File: src/design/crc16w_pkg.sv
`timescale 1ns / 1ps
`default_nettype none

package crc16w_pkg;

	// CRC polynomial and masks.
	localparam logic [15:0] CRC_POLY = 16'h100b;
	localparam logic [15:0] CRC_TOP  = 16'h8000;
	localparam logic [15:0] CRC_MASK = 16'hffff;
	localparam logic [15:0] CRC_RESET_START = 16'hffff;

	localparam int unsigned WORD_BITS = 32;
	localparam int unsigned CRC_BITS  = 16;

	// Command codes carried in tuser.
	typedef enum logic [1:0] {
		CMD_ADD     = 2'd0,
		CMD_FINISH  = 2'd1,
		CMD_RESTART = 2'd2
	} cmd_t;

	// One column of the linear update per input bit.
	typedef logic [CRC_BITS-1:0][CRC_BITS-1:0]  crc_cols_t;
	typedef logic [WORD_BITS-1:0][CRC_BITS-1:0] word_cols_t;

	// One step of the serial shift register.
	function automatic logic [15:0] shift_bit(input logic [15:0] r, input logic b);
		logic [15:0] nxt;
		nxt = {r[14:0], b};
		if ((r & CRC_TOP) != 16'h0000) begin
			nxt = nxt ^ CRC_POLY;
		end
		return nxt;
	endfunction

	// Effect of each register bit after 32 shifted-in data bits.
	function automatic crc_cols_t add_crc_cols();
		crc_cols_t cols;
		logic [15:0] r;
		for (int i = 0; i < CRC_BITS; i++) begin
			r = 16'h0001 << i;
			for (int s = 0; s < WORD_BITS; s++) begin
				r = shift_bit(r, 1'b0);
			end
			cols[i] = r;
		end
		return cols;
	endfunction

	// Effect of each data bit, shifted in most significant bit first.
	function automatic word_cols_t add_word_cols();
		word_cols_t cols;
		logic [15:0] r;
		logic [31:0] w;
		for (int k = 0; k < WORD_BITS; k++) begin
			r = 16'h0000;
			w = 32'h0000_0001 << k;
			for (int s = 0; s < WORD_BITS; s++) begin
				r = shift_bit(r, w[WORD_BITS-1-s]);
			end
			cols[k] = r;
		end
		return cols;
	endfunction

	// Effect of each register bit after 16 augmenting zero bits.
	function automatic crc_cols_t fin_crc_cols();
		crc_cols_t cols;
		logic [15:0] r;
		for (int i = 0; i < CRC_BITS; i++) begin
			r = 16'h0001 << i;
			for (int s = 0; s < CRC_BITS; s++) begin
				r = shift_bit(r, 1'b0);
			end
			cols[i] = r;
		end
		return cols;
	endfunction

endpackage

`default_nettype wire

File: src/design/crc16_word_engine.sv
// Path: a beat accepted into the input register stage moves on into the CRC register,
// which is offered on the master side, once that register is free or is being read.
// Throughput: one beat per cycle while the master side is not stalled; the CRC register
// closes its loop through one unrolled 32-bit XOR network.
// Reset: arst_n clears both stages and sets start_value and the CRC register
// to 0xffff.
`timescale 1ns / 1ps
`default_nettype none

module crc16_word_engine (
	input  wire         clk,
	input  wire         arst_n,
	input  wire         cfg_we,
	input  wire  [15:0] cfg_wdata,      // start_value
	input  wire         s_axis_tvalid,
	output logic        s_axis_tready,
	input  wire  [31:0] s_axis_tdata,   // [31:0] data_word
	input  wire  [1:0]  s_axis_tuser,   // [1:0] cmd
	output logic        m_axis_tvalid,
	input  wire         m_axis_tready,
	output logic [15:0] m_axis_tdata    // [15:0] crc_value
);
	import crc16w_pkg::*;

	logic        valid_s1;
	cmd_t        cmd_s1;
	logic [31:0] word_s1;
	logic [15:0] crc_q;
	logic [15:0] start_q;
	logic        m_valid_q;
	logic [15:0] crc_next;
	logic        adv;
	logic        in_acc;

	// The input stage moves on when the result register is free or is being read.
	assign adv           = valid_s1 && (!m_valid_q || m_axis_tready);
	assign s_axis_tready = !valid_s1 || adv;
	assign in_acc        = s_axis_tvalid && s_axis_tready;

	// Configuration register.
	always_ff @(posedge clk or negedge arst_n) begin
		if (!arst_n) begin
			start_q <= CRC_RESET_START;
		end else if (cfg_we) begin
			start_q <= cfg_wdata;
		end
	end

	// Input register stage.
	always_ff @(posedge clk or negedge arst_n) begin
		if (!arst_n) begin
			valid_s1 <= 1'b0;
		end else if (in_acc) begin
			valid_s1 <= 1'b1;
		end else if (adv) begin
			valid_s1 <= 1'b0;
		end
	end

	always_ff @(posedge clk) begin
		if (in_acc) begin
			cmd_s1  <= cmd_t'(s_axis_tuser);
			word_s1 <= s_axis_tdata;
		end
	end

	crc16w_update u_update (
		.cmd         (cmd_s1),
		.data_word   (word_s1),
		.crc         (crc_q),
		.start_value (start_q),
		.crc_next    (crc_next)
	);

	// CRC register doubles as the result register; it only changes on advance.
	always_ff @(posedge clk or negedge arst_n) begin
		if (!arst_n) begin
			crc_q     <= CRC_RESET_START;
			m_valid_q <= 1'b0;
		end else begin
			if (adv) begin
				crc_q <= crc_next;
			end
			if (adv) begin
				m_valid_q <= 1'b1;
			end else if (m_axis_tready) begin
				m_valid_q <= 1'b0;
			end
		end
	end

	assign m_axis_tvalid = m_valid_q;
	assign m_axis_tdata  = crc_q;

	// A result waiting on the master side must not be overwritten.
	a_hold_result: assert property (@(posedge clk) disable iff (!arst_n)
		(m_valid_q && !m_axis_tready) |=> $stable(crc_q))
		else $error("CRC result changed while stalled");

	// A beat in the input stage stays until it advances.
	a_hold_input: assert property (@(posedge clk) disable iff (!arst_n)
		(valid_s1 && !adv) |=> valid_s1)
		else $error("input stage beat lost");

	// Every advance produces a result beat.
	a_adv_out: assert property (@(posedge clk) disable iff (!arst_n)
		adv |=> m_valid_q)
		else $error("advance without result");

	// Restart loads the configured start value.
	a_restart: assert property (@(posedge clk) disable iff (!arst_n)
		(adv && cmd_s1 == CMD_RESTART) |=> (crc_q == $past(start_q)))
		else $error("restart did not load start value");

endmodule

`default_nettype wire

File: src/design/crc16w_update.sv
`timescale 1ns / 1ps
`default_nettype none

module crc16w_update (
	input  var crc16w_pkg::cmd_t cmd,
	input  wire  [31:0]          data_word,
	input  wire  [15:0]          crc,
	input  wire  [15:0]          start_value,
	output logic [15:0]          crc_next
);
	import crc16w_pkg::*;

	// Column tables of the unrolled shift network, fixed at elaboration.
	localparam crc_cols_t  ADD_CRC  = add_crc_cols();
	localparam word_cols_t ADD_WORD = add_word_cols();
	localparam crc_cols_t  FIN_CRC  = fin_crc_cols();

	logic [15:0] add_val;
	logic [15:0] fin_val;

	// XOR together the columns of every set input bit.
	always_comb begin
		add_val = 16'h0000;
		fin_val = 16'h0000;
		for (int i = 0; i < CRC_BITS; i++) begin
			if (crc[i]) begin
				add_val = add_val ^ ADD_CRC[i];
				fin_val = fin_val ^ FIN_CRC[i];
			end
		end
		for (int k = 0; k < WORD_BITS; k++) begin
			if (data_word[k]) begin
				add_val = add_val ^ ADD_WORD[k];
			end
		end
	end

	// Select the result by command; the unused code keeps the register.
	always_comb begin
		unique case (cmd)
			CMD_ADD:     crc_next = add_val;
			CMD_FINISH:  crc_next = fin_val ^ CRC_MASK;
			CMD_RESTART: crc_next = start_value;
			default:     crc_next = crc;
		endcase
	end

endmodule

`default_nettype wire
File: config.mk
export PLATFORM = sky130hd
export DESIGN_NAME = crc16_word_engine
export DESIGN_NICKNAME = d
export VERILOG_FILES = /design/src/design/crc16w_pkg.sv /design/src/design/crc16_word_engine.sv /design/src/design/crc16w_update.sv
export SDC_FILE = /design/constraint.sdc
export NUM_CORES = 1
export LEC_CHECK = 0
export ABC_AREA = 1
export BUFFER_PORTS_ARGS = -buffer_cell sky130_fd_sc_hd__buf_2
export CORE_MARGIN = 2
export CORE_UTILIZATION = 39
export DETAILED_ROUTE_END_ITERATION = 10
export PLACE_DENSITY_LB_ADDON = 0.25
export SLEW_MARGIN = 30
export SYNTH_ARGS = -nofsm -noshare
export SYNTH_HDL_FRONTEND = slang
export SYNTH_HIERARCHICAL = 1
export SYNTH_SLANG_ARGS = --single-unit
File: constraint.sdc
create_clock -name clk -period 2 [get_ports clk]
set_input_delay 0.6 -clock clk [delete_from_list [all_inputs] [get_ports clk]]
set_output_delay 0.6 -clock clk [all_outputs]
set_load 0.03 [all_outputs]
## Word level (Yosys, flattened, before mapping)

Index checks and enable logic that the tools add are counted.
Widths: inputs -> output; s select.

- Flip-flop bits (word level): 68
- Bits in latches: 0
- RAM bits: 0
- Memory bits (read-only): 0
- Word-level logic and storage cells: 151
- Memories: 0

- Add/sub/neg operators: 0
- Multiply operators: 0
- Div/mod/pow operators: 0
- Magnitude comparators: 0
- Equal/unequal tests: 2
- Shift-type cells: 0
- Mux-type cells: 69
- Bitwise operators: 63
- Reduce and logical (&&, ||, !) cells: 11

Operators by type and width:

| operator | count |
|---|---|
| $mux 16 | 19 |
| $mux 15 | 14 |
| $not 10->10 | 13 |
| $mux 14 | 9 |
| $mux 13 | 8 |
| $not 11->11 | 8 |
| $not 12->12 | 5 |
| $not 7->7 | 8 |
| $pmux 16 s3 | 1 |
| $mux 12 | 3 |
| $not 10->11 | 3 |
| $not 9->9 | 2 |
| $not 1->1 | 16 |
| $not 16->16 | 1 |
| $not 4->4 | 4 |
| $not 3->4 | 3 |
| $mux 11 | 1 |
| $mux 10 | 1 |
| $mux 9 | 1 |
| $mux 8 | 1 |
| $mux 7 | 1 |
| $mux 6 | 1 |
| $mux 1 | 5 |
| $mux 5 | 1 |
| 12 further kinds | 16 |

## Longest topological paths before layout

Gate-level depths: netlist (run 1).

- Depth after elaboration: 81
- Gate-level depth with buffers: 19
- Depth with buffers taken out: 18

## Cells and area by module

Netlist (run 1), hierarchy kept.

By module, submodules not included:

| module | times used | cells an instance | area an instance (um^2) | seq. area each (um^2) |
|---|---|---|---|---|
| crc16w_update | 1 | 667 | 3,898.7 | 0.0 |
| crc16_word_engine | 1 | 179 | 2,469.9 | 1,911.8 |

## Worst setup path before layout (run 1)

OpenSTA, ideal clock, no wires.

- Path type: in2reg
- Start: input m_axis_tready
- End: register cmd_s1[0] (enable)
- Setup time: 0.389 ns
- Data arrival time: 1.712 ns
- Required time: 1.611 ns
- Setup slack: -0.101 ns
- Stages on the path: 4
- Path buffers: 0
- Cell sequence: inv_2 -> nand3_1 -> nand2_1 -> inv_1

- Word-level cells in the longest chain between the ends: 4

Ends and longest elaborated chain:

| what | line | source |
|---|---|---|
| start, declared | crc16_word_engine.sv:20 | `input wire m_axis_tready,` |
| $logic_or 1x1->1 | crc16_word_engine.sv:36 | `assign adv = valid_s1 && (!m_valid_q \|\| m_axis_tready);` |
| $logic_and 1x1->1 | crc16_word_engine.sv:36 |  |
| $logic_or 1x1->1 | crc16_word_engine.sv:37 | `assign s_axis_tready = !valid_s1 \|\| adv;` |
| via s_axis_tready | crc16_word_engine.sv:16 | `output logic s_axis_tready,` |
| $logic_and 1x1->1 | crc16_word_engine.sv:38 | `assign in_acc = s_axis_tvalid && s_axis_tready;` |
| via in_acc | crc16_word_engine.sv:33 | `logic in_acc;` |
| end signal, assigned | crc16_word_engine.sv:62 | `cmd_s1 <= cmd_t'(s_axis_tuser);` |
| end, declared | crc16_word_engine.sv:26 | `cmd_t cmd_s1;` |

The timed path passes the listed nets, and every way through them passes these cells.
A chain may end at the register's enable or synchronous reset.

## Worst setup path in the final report (run 1)

- Start: register crc_q[10] (netlist: m_axis_tdata[10])
- End: register crc_q[9] (netlist: m_axis_tdata[9])

- Word-level cells in the longest chain between the ends: 43
- Elaborated cells between the ends (all ways): 53
- Classes of those cells: mux (36); bitwise (17)

Ends and longest elaborated chain:

| what | line | source |
|---|---|---|
| start, declared | crc16_word_engine.sv:28 | `logic [15:0] crc_q;` |
| start signal, assigned | crc16_word_engine.sv:82 | `crc_q <= crc_next;` |
| $mux 15 | crc16w_update.sv:26 | `if (crc[i]) begin` |
| $not 11->11 (no source line) | n/a |  |
| $mux 16 | crc16w_update.sv:26 |  |
| $not 12->12 (no source line) | n/a |  |
| $mux 16 | crc16w_update.sv:26 |  |
| $not 9->9 (no source line) | n/a |  |
| $mux 15 | crc16w_update.sv:26 |  |
| $not 9->9 (no source line) | n/a |  |
| (+28 left out) | n/a |  |
| $mux 16 | crc16w_update.sv:32 | `if (data_word[k]) begin` |
| $not 10->10 (no source line) | n/a |  |
| $mux 15 | crc16w_update.sv:32 |  |
| $not 10->10 (no source line) | n/a |  |
| $mux 16 | crc16w_update.sv:32 |  |
| $mux 12 | crc16w_update.sv:32 |  |
| $pmux 16 s3 * | crc16w_update.sv:40 | `unique case (cmd)` |
| via crc_next[9] | crc16_word_engine.sv:31 | `logic [15:0] crc_next;` |

The timed path passes the listed nets; every way through them passes the cells marked *.

==> results of run 1 <==
-- what timing repair did --
| action | in CTS | in global routing |
|---|---|---|
| setup endpoints to repair | 18 | 21 |
| hold buffers | 0 | 0 |
| buffers inserted | 17 | 16 |
| gates cloned | 0 | 0 |
| gates resized for setup | 64 | 110 |
| pin swaps | 18 | 67 |
-- synth_stat cells, types with 6 or more instances --
master / n / area (sq um)
buf_2: 11 / 55.05
buf_4: 8 / 60.06
buf_6: 11 / 123.9
dfstp_2: 32 / 840.8
edfxtp_1: 34 / 1021
inv_1: 91 / 341.6
inv_2: 10 / 37.54
nand2_1: 272 / 1021
nand2_2: 36 / 225.2
nand2_4: 7 / 78.83
nand3_1: 84 / 420.4
nand3b_1: 6 / 45.04
nor2_1: 9 / 33.78
o21ai_0: 25 / 125.1
or2_1: 7 / 43.79
xnor2_1: 75 / 656.9
xnor2_2: 6 / 97.59
xor2_1: 88 / 770.7
-- sequential cells by signal, summed over array words and instances (netlist names) --
signal         cells
word_s1           32
m_axis_tdata      16
start_q           16
cmd_s1             2
m_axis_tvalid      1
valid_s1           1
-- cell families after synthesis --
family / after synthesis / synth area share [%]
buffers and inverters: 137 / 10.39
xor gates and xnor gates: 175 / 26.01
and+or+nand+nor: 433 / 30.84
DFF: 68 / 30.02
AOI/OAI and AO/OA: 33 / 2.731
-- per-layer routing --
metal | routed length (microns) | global-route usage [%]
met1 | 8753 | 30.78
met2 | 9515 | 39.03
met3 | 1139 | 3.998
met4 | 607 | 9.239
met5 | 0 | 0
-- where the power goes --
group | switching, W | total, W | internal [W]
registers | 0.000342 | 0.00221 | 0.00186
logic | 0.00839 | 0.0155 | 0.00709
clock network | 0.000659 | 0.00174 | 0.00108
total | 0.00939 | 0.0194 | 0.0100
-- layout make-up --
type,count,area [sq um]
sequential,68,1912
fill,1436,6729
clock buffer,9,225.2
clock inverter,7,91.34
inverter,103,399.1
multi-input combinational,641,4523
tap,216,270.3
timing repair buffer,236,1793
-- critical path, cell delays in order, from the launching register on --
cell and delay, ns:
dfstp_2 0.57, inv_2 0.06, buf_4 0.14, nand2_2 0.07, nand2_4 0.07, buf_4 0.14
buf_4 0.13, xor2_1 0.14, or2_2 0.30, nand3_1 0.07, nand2_1 0.06, inv_1 0.07
nand3_2 0.05, nand3_1 0.09, nand2_2 0.05
-- final timing paths --
kind	startpoint	endpoint	slack [ns]
min	arst_n	m_axis_tvalid$_DFFE_PN0P_	0.28
max in group asynchronous	arst_n	m_axis_tdata[14]$_DFFE_PN1P_	1.36
max reg2reg	m_axis_tdata[10]$_DFFE_PN1P_	m_axis_tdata[9]$_DFFE_PN1P_	-0.08
min in group clk	s_axis_tdata[20]	word_s1[20]$_DFFE_PP_	0.41
min reg2reg	start_q[11]$_DFFE_PN1P_	start_q[11]$_DFFE_PN1P_	0.47
max	m_axis_tdata[10]$_DFFE_PN1P_	m_axis_tdata[9]$_DFFE_PN1P_	-0.08
-- placed cells by master, fill, tap and decap left out, types with 4 or more instances in the layout --
cell type   instances
inv_1              81
clkbuf_16           9
nor2_1              8
buf_6              21
edfxtp_1           34
xor2_2             27
buf_2              63
xnor2_4             8
clkinvlp_4          4
nand2_1           227
nand3_1            64
nand3_2            22
a21oi_1             4
xor2_1             60
clkbuf_4            4
or2_1               8
inv_2              17
buf_4             140
nand3b_1            6
buf_12              8
nand2_4            18
xor2_4              5
xnor2_2            17
nand2_2            70
dfstp_2            32
xnor2_1            58
o21ai_0            24
-- per-stage QoR --
| stage | area, sq um | power [W] |
|---|---|---|
| after floorplan | 6405 | 0.01067 |
| after global placement | 7809 | 0.01465 |
| after detailed placement | 7809 | 0.01477 |
| after CTS | 8618 | 0.01781 |
| after global routing | 9214 | 0.02091 |
| final | 9214 | 0.01942 |
==> run_results.csv, run 1 <==
group,metric,value,unit
run_status,run_status,"finished, violations left",
run_status,violations,"negative setup slack",
layout,synthToLayoutAreaGrowth,44.68,%
synthesis,async_reset_ff_share,50.00,%
sta,setup_ws,-0.07862,ns
worst_setup_path,ff2ff_path_depth,14,
place,io_buffers,72,
sta,fin_setup_tns,-0.5330,ns
layout,diodes,0,
synthesis,syn_area,6369,sq um
pwr,ir_worst_vdd,813.1,uV
synthesis,avgSynthCellArea,7.528,sq um
clock_network,h-tree-depth,3,
clock_network,cts-root-buf,"clkbuf_16",
synthesis,synth-edff-count,34,
clock_network,cts.sinks,68,
worst_setup_path,end_kind,"flip-flop",
sta,fin_skew,0.007353,ns
drt,dr.pass1.iters,5,
sta,hold_ws,0.2836,ns
clock_network,clock_path_buffers,2,
clock_network,clk_latency,0.35,ns
die,placement_rows,46,
die,dieWidth,131.8,microns
global_route,grt_first_pass_wirelength,31580,microns
drt,wl_per_cell,15.64,microns
global_route,grt_usage,23.56,%
clock_network,cts_buffers,9,
min_path,hold_class,"primary input to asynchronous set/reset pin",
place,post-place-cells,1233,
global_route,antenna_found_initial,0,
synthesis,ys.flop_type,"edfxtp_1",
synthesis,ys_types,38,
pwr,cellPowerDensity,2108,nW/um^2
synthesis,syn_nets,901,
die,coreArea,15940,sq um
drt,drcViolationCount,0,
place,dp_hpwl,15260,microns
synthesis,netlist_instances,846,
worst_setup_path,cp-start-kind,"flip-flop",
layout,fin_util,57.79,%
sta,setup_viol,14,
layout,layout-drive-gt1-share,45.02,%
layout,fin_nets,1114,
worst_setup_path,critPathArrivalTime,2.36,ns
sta,fin_crit,2.079,ns
synthesis,synth_warnings,6,
pwr,p_leak,4.492,nW
worst_setup_path,path_max_fanout,4,
drt,drt-initial-drc-count,395,
sta,relSlewSlack,60.94,%
die,fp.dieArea,17370,sq um
drt,vias,6018,
sta,hold_viol,0,
worst_setup_path,crit_type,"flip-flop to flip-flop",
synthesis,ys_seq_area_share,30.02,%
layout,stdcell_count,1280,
die,die_h,131.8,microns
global_route,grt_pass1_vias,5820,
sta,rsz0062_at_grt,"yes",
clock_network,clk_pin_slew,0.06,ns
clock_network,tritoncts,"built",
die,initial_utilization,39.95,%
die,pin_count,73,
sta,fmaxAchievable,0.4811,GHz
global_route,gr-total-overflow,0,
synthesis,synth_seq_cells,68,
place,pre_cts_slack,-0.1388,ns
drt,routed_wl,20020,microns
sta,slew_viol_final,0,
drt,vias_per_cell,4.702,
worst_setup_path,required,2.29,ns
sta,fin_crit_sh,103.9,%
job,drv_cap,0,
global_route,grt_max_degree,35,
drt,ant_nets,0,
place,gp_congestion,0.9484,
sta,worstMarginPinSlew,0.5853,ns
Power figures use the tool's default switching activity.
==> inputs of run 2 (changes only) <==
- CORE_UTILIZATION: 39 -> 30
- CTS_CLUSTER_DIAMETER: unset -> 150
- GPL_TIMING_DRIVEN: unset -> 0
==> run 2 against run 1 <==
The flow still finishes with violations (negative setup slack). Fmax decreased by 4.2%. Die area increased by 29%. Flip-flop and latch count unchanged. Sequential share of layout area increased by 0.24 points. Non-clock buffer count decreased by 47. Clock-buffer cell count increased by 3. Final cell count increased by 1.0%. Clock skew decreased by 0.0017 ns. Hold slack improved by 0.043 ns.
==> run_results.csv, run 2 (synthesis gave the netlist of run 1 again) <==
group,metric,value,unit
layout,largest_register_ffs,32,
sta,fin_skew,0.005699,ns
sta,fin_crit,2.169,ns
sta,worstMarginPinSlew,0.8845,ns
drt,routed_wl,21280,microns
drt,drt-initial-drc-count,466,
place,gp_congestion,0.9038,
worst_setup_path,cp-start-kind,"flip-flop",
layout,layout-drive-gt1-share,44.20,%
place,dp_hpwl,14630,microns
die,coreArea,20960,sq um
sta,setup_ws,-0.1694,ns
sta,hold_ws,0.3267,ns
sta,hold_viol,0,
die,pin_count,73,
worst_setup_path,path_max_fanout,7,
drt,vias_per_cell,4.585,
drt,vias,5928,
die,die_h,149.7,microns
layout,final_cell_mix,"nand2_1 (211), buf_2 (81), buf_4 (79), inv_1 (79), nand2_2 (76)",
sta,relSlewSlack,40.81,%
drt,drcViolationCount,0,
run_status,violations,"negative setup slack",
clock_network,hold_buffers,0,
global_route,grt_pass1_vias,5440,
clock_network,h-tree-depth,3,
layout,fin_nets,1068,
run_status,run_status,"finished, violations left",
drt,ant_nets,0,
die,fp.dieArea,22410,sq um
sta,setup_viol,16,
place,io_buffers,72,
clock_network,clk_pin_slew,0.06,ns
global_route,antenna_found_initial,0,
layout,diodes,0,
worst_setup_path,crit_type,"flip-flop to flip-flop",
worst_setup_path,end_kind,"flip-flop",
global_route,grt_max_degree,35,
clock_network,clk_latency,0.34,ns
sta,fin_crit_sh,108.5,%
layout,synthToLayoutAreaGrowth,43.03,%
clock_network,cts-root-buf,"clkbuf_16",
sta,slew_viol_final,0,
die,dieWidth,149.7,microns
worst_setup_path,critPathArrivalTime,2.45,ns
layout,regMostFlops,"word_s1",
global_route,gr-total-overflow,0,
global_route,grt_first_pass_wirelength,30640,microns
die,initial_utilization,30.39,%
clock_network,clock_path_buffers,2,
job,drv_cap,0,
clock_network,tritoncts,"built",
drt,wl_per_cell,16.46,microns
drt,dr.pass1.iters,7,
worst_setup_path,required,2.28,ns
clock_network,cts.sinks,68,
sta,rsz0062_at_grt,"yes",
layout,final_common_cell,"nand2_1",
global_route,grt_usage,18.47,%
clock_network,cts_buffers,9,
min_path,hold_class,"primary input to asynchronous set/reset pin",
sta,fmaxAchievable,0.4610,GHz
die,placement_rows,53,
## run 2: critical path, cell delays in order (launching register included)
cell      delay (ns)
dfstp_2         0.57
buf_12          0.16
inv_6           0.05
nand2_1         0.07
nand2_2         0.09
xnor2_2         0.23
xnor2_1         0.17
nand2_1         0.11
nand2_2         0.10
inv_1           0.04
nand2_1         0.07
nand3_2         0.11
nand3b_1        0.15
nand3_1         0.08
nand2_1         0.08
## run 2: repair_timing
action | CTS | global route
buffers inserted | 62 | 21
pin swaps | 47 | 82
hold endpoints to repair | 0 | 0
gates cloned | 1 | 0
endpoints found under the setup margin | 50 | 16
resized for setup | 103 | 115
## run 2: layer usage
| layer | part of all wire, % | GRT usage, % | up-vias |
|---|---|---|---|
| met1 | 43 | 24.39 | 2783 |
| met2 | 49 | 30.71 | 196 |
| met4 | 2.9 | 6.415 | 0 |
| li1 | - | - | 2912 |
| met5 | 0 | 0 | - |
| met3 | 5.2 | 2.927 | 37 |
## run 2: per-stage QoR
stage	utilization, %	cells	worst slack [ns]	area [sq um]	TNS (ns)
2_1_floorplan	-	846	-0.005972	6405	-0.005972
3_3_place_gp	33.93	1193	-0.4321	7109	-12.53
3_5_place_dp	33.93	1193	-0.4224	7109	-12.64
4_1_cts	40.12	1272	-0.1108	8408	-0.9123
5_1_grt	43.47	1293	-0.2171	9109	-2.768
6_report	43.47	1293	-0.1694	9109	-1.243
## run 2: final cells by class
type	instances	area [sq um]
Clock inverter	4	23.77
Fill cell	2112	11850
Clock buffer	12	261.5
Sequential cell	68	1912
Timing Repair inverter	1	7.507
Buffer	34	327.8
Tap cell	275	344.1
Inverter	103	437.9
Multi-Input combinational cell	641	4722
Timing Repair Buffer	155	1072
## run 2: final timing paths
path                                          endpoint                         start  slack [ns]  cells after the start
min                               valid_s1$_DFFE_PN0P_                        arst_n        0.33                      1
min in group clk                 word_s1[25]$_DFFE_PP_              s_axis_tdata[25]        0.43                      1
min reg2reg                    start_q[11]$_DFFE_PN1P_       start_q[11]$_DFFE_PN1P_        0.47                      2
max                        m_axis_tdata[4]$_DFFE_PN1P_  m_axis_tdata[15]$_DFFE_PN1P_       -0.17                     14
max reg2reg                m_axis_tdata[4]$_DFFE_PN1P_  m_axis_tdata[15]$_DFFE_PN1P_       -0.17                     14
max in group asynchronous    m_axis_tvalid$_DFFE_PN0P_                        arst_n        1.20                      1
Power of run 2 is left out: the tool's default activity adds up to more than one toggle a clock period on the data nets, which glitch-free logic cannot reach.
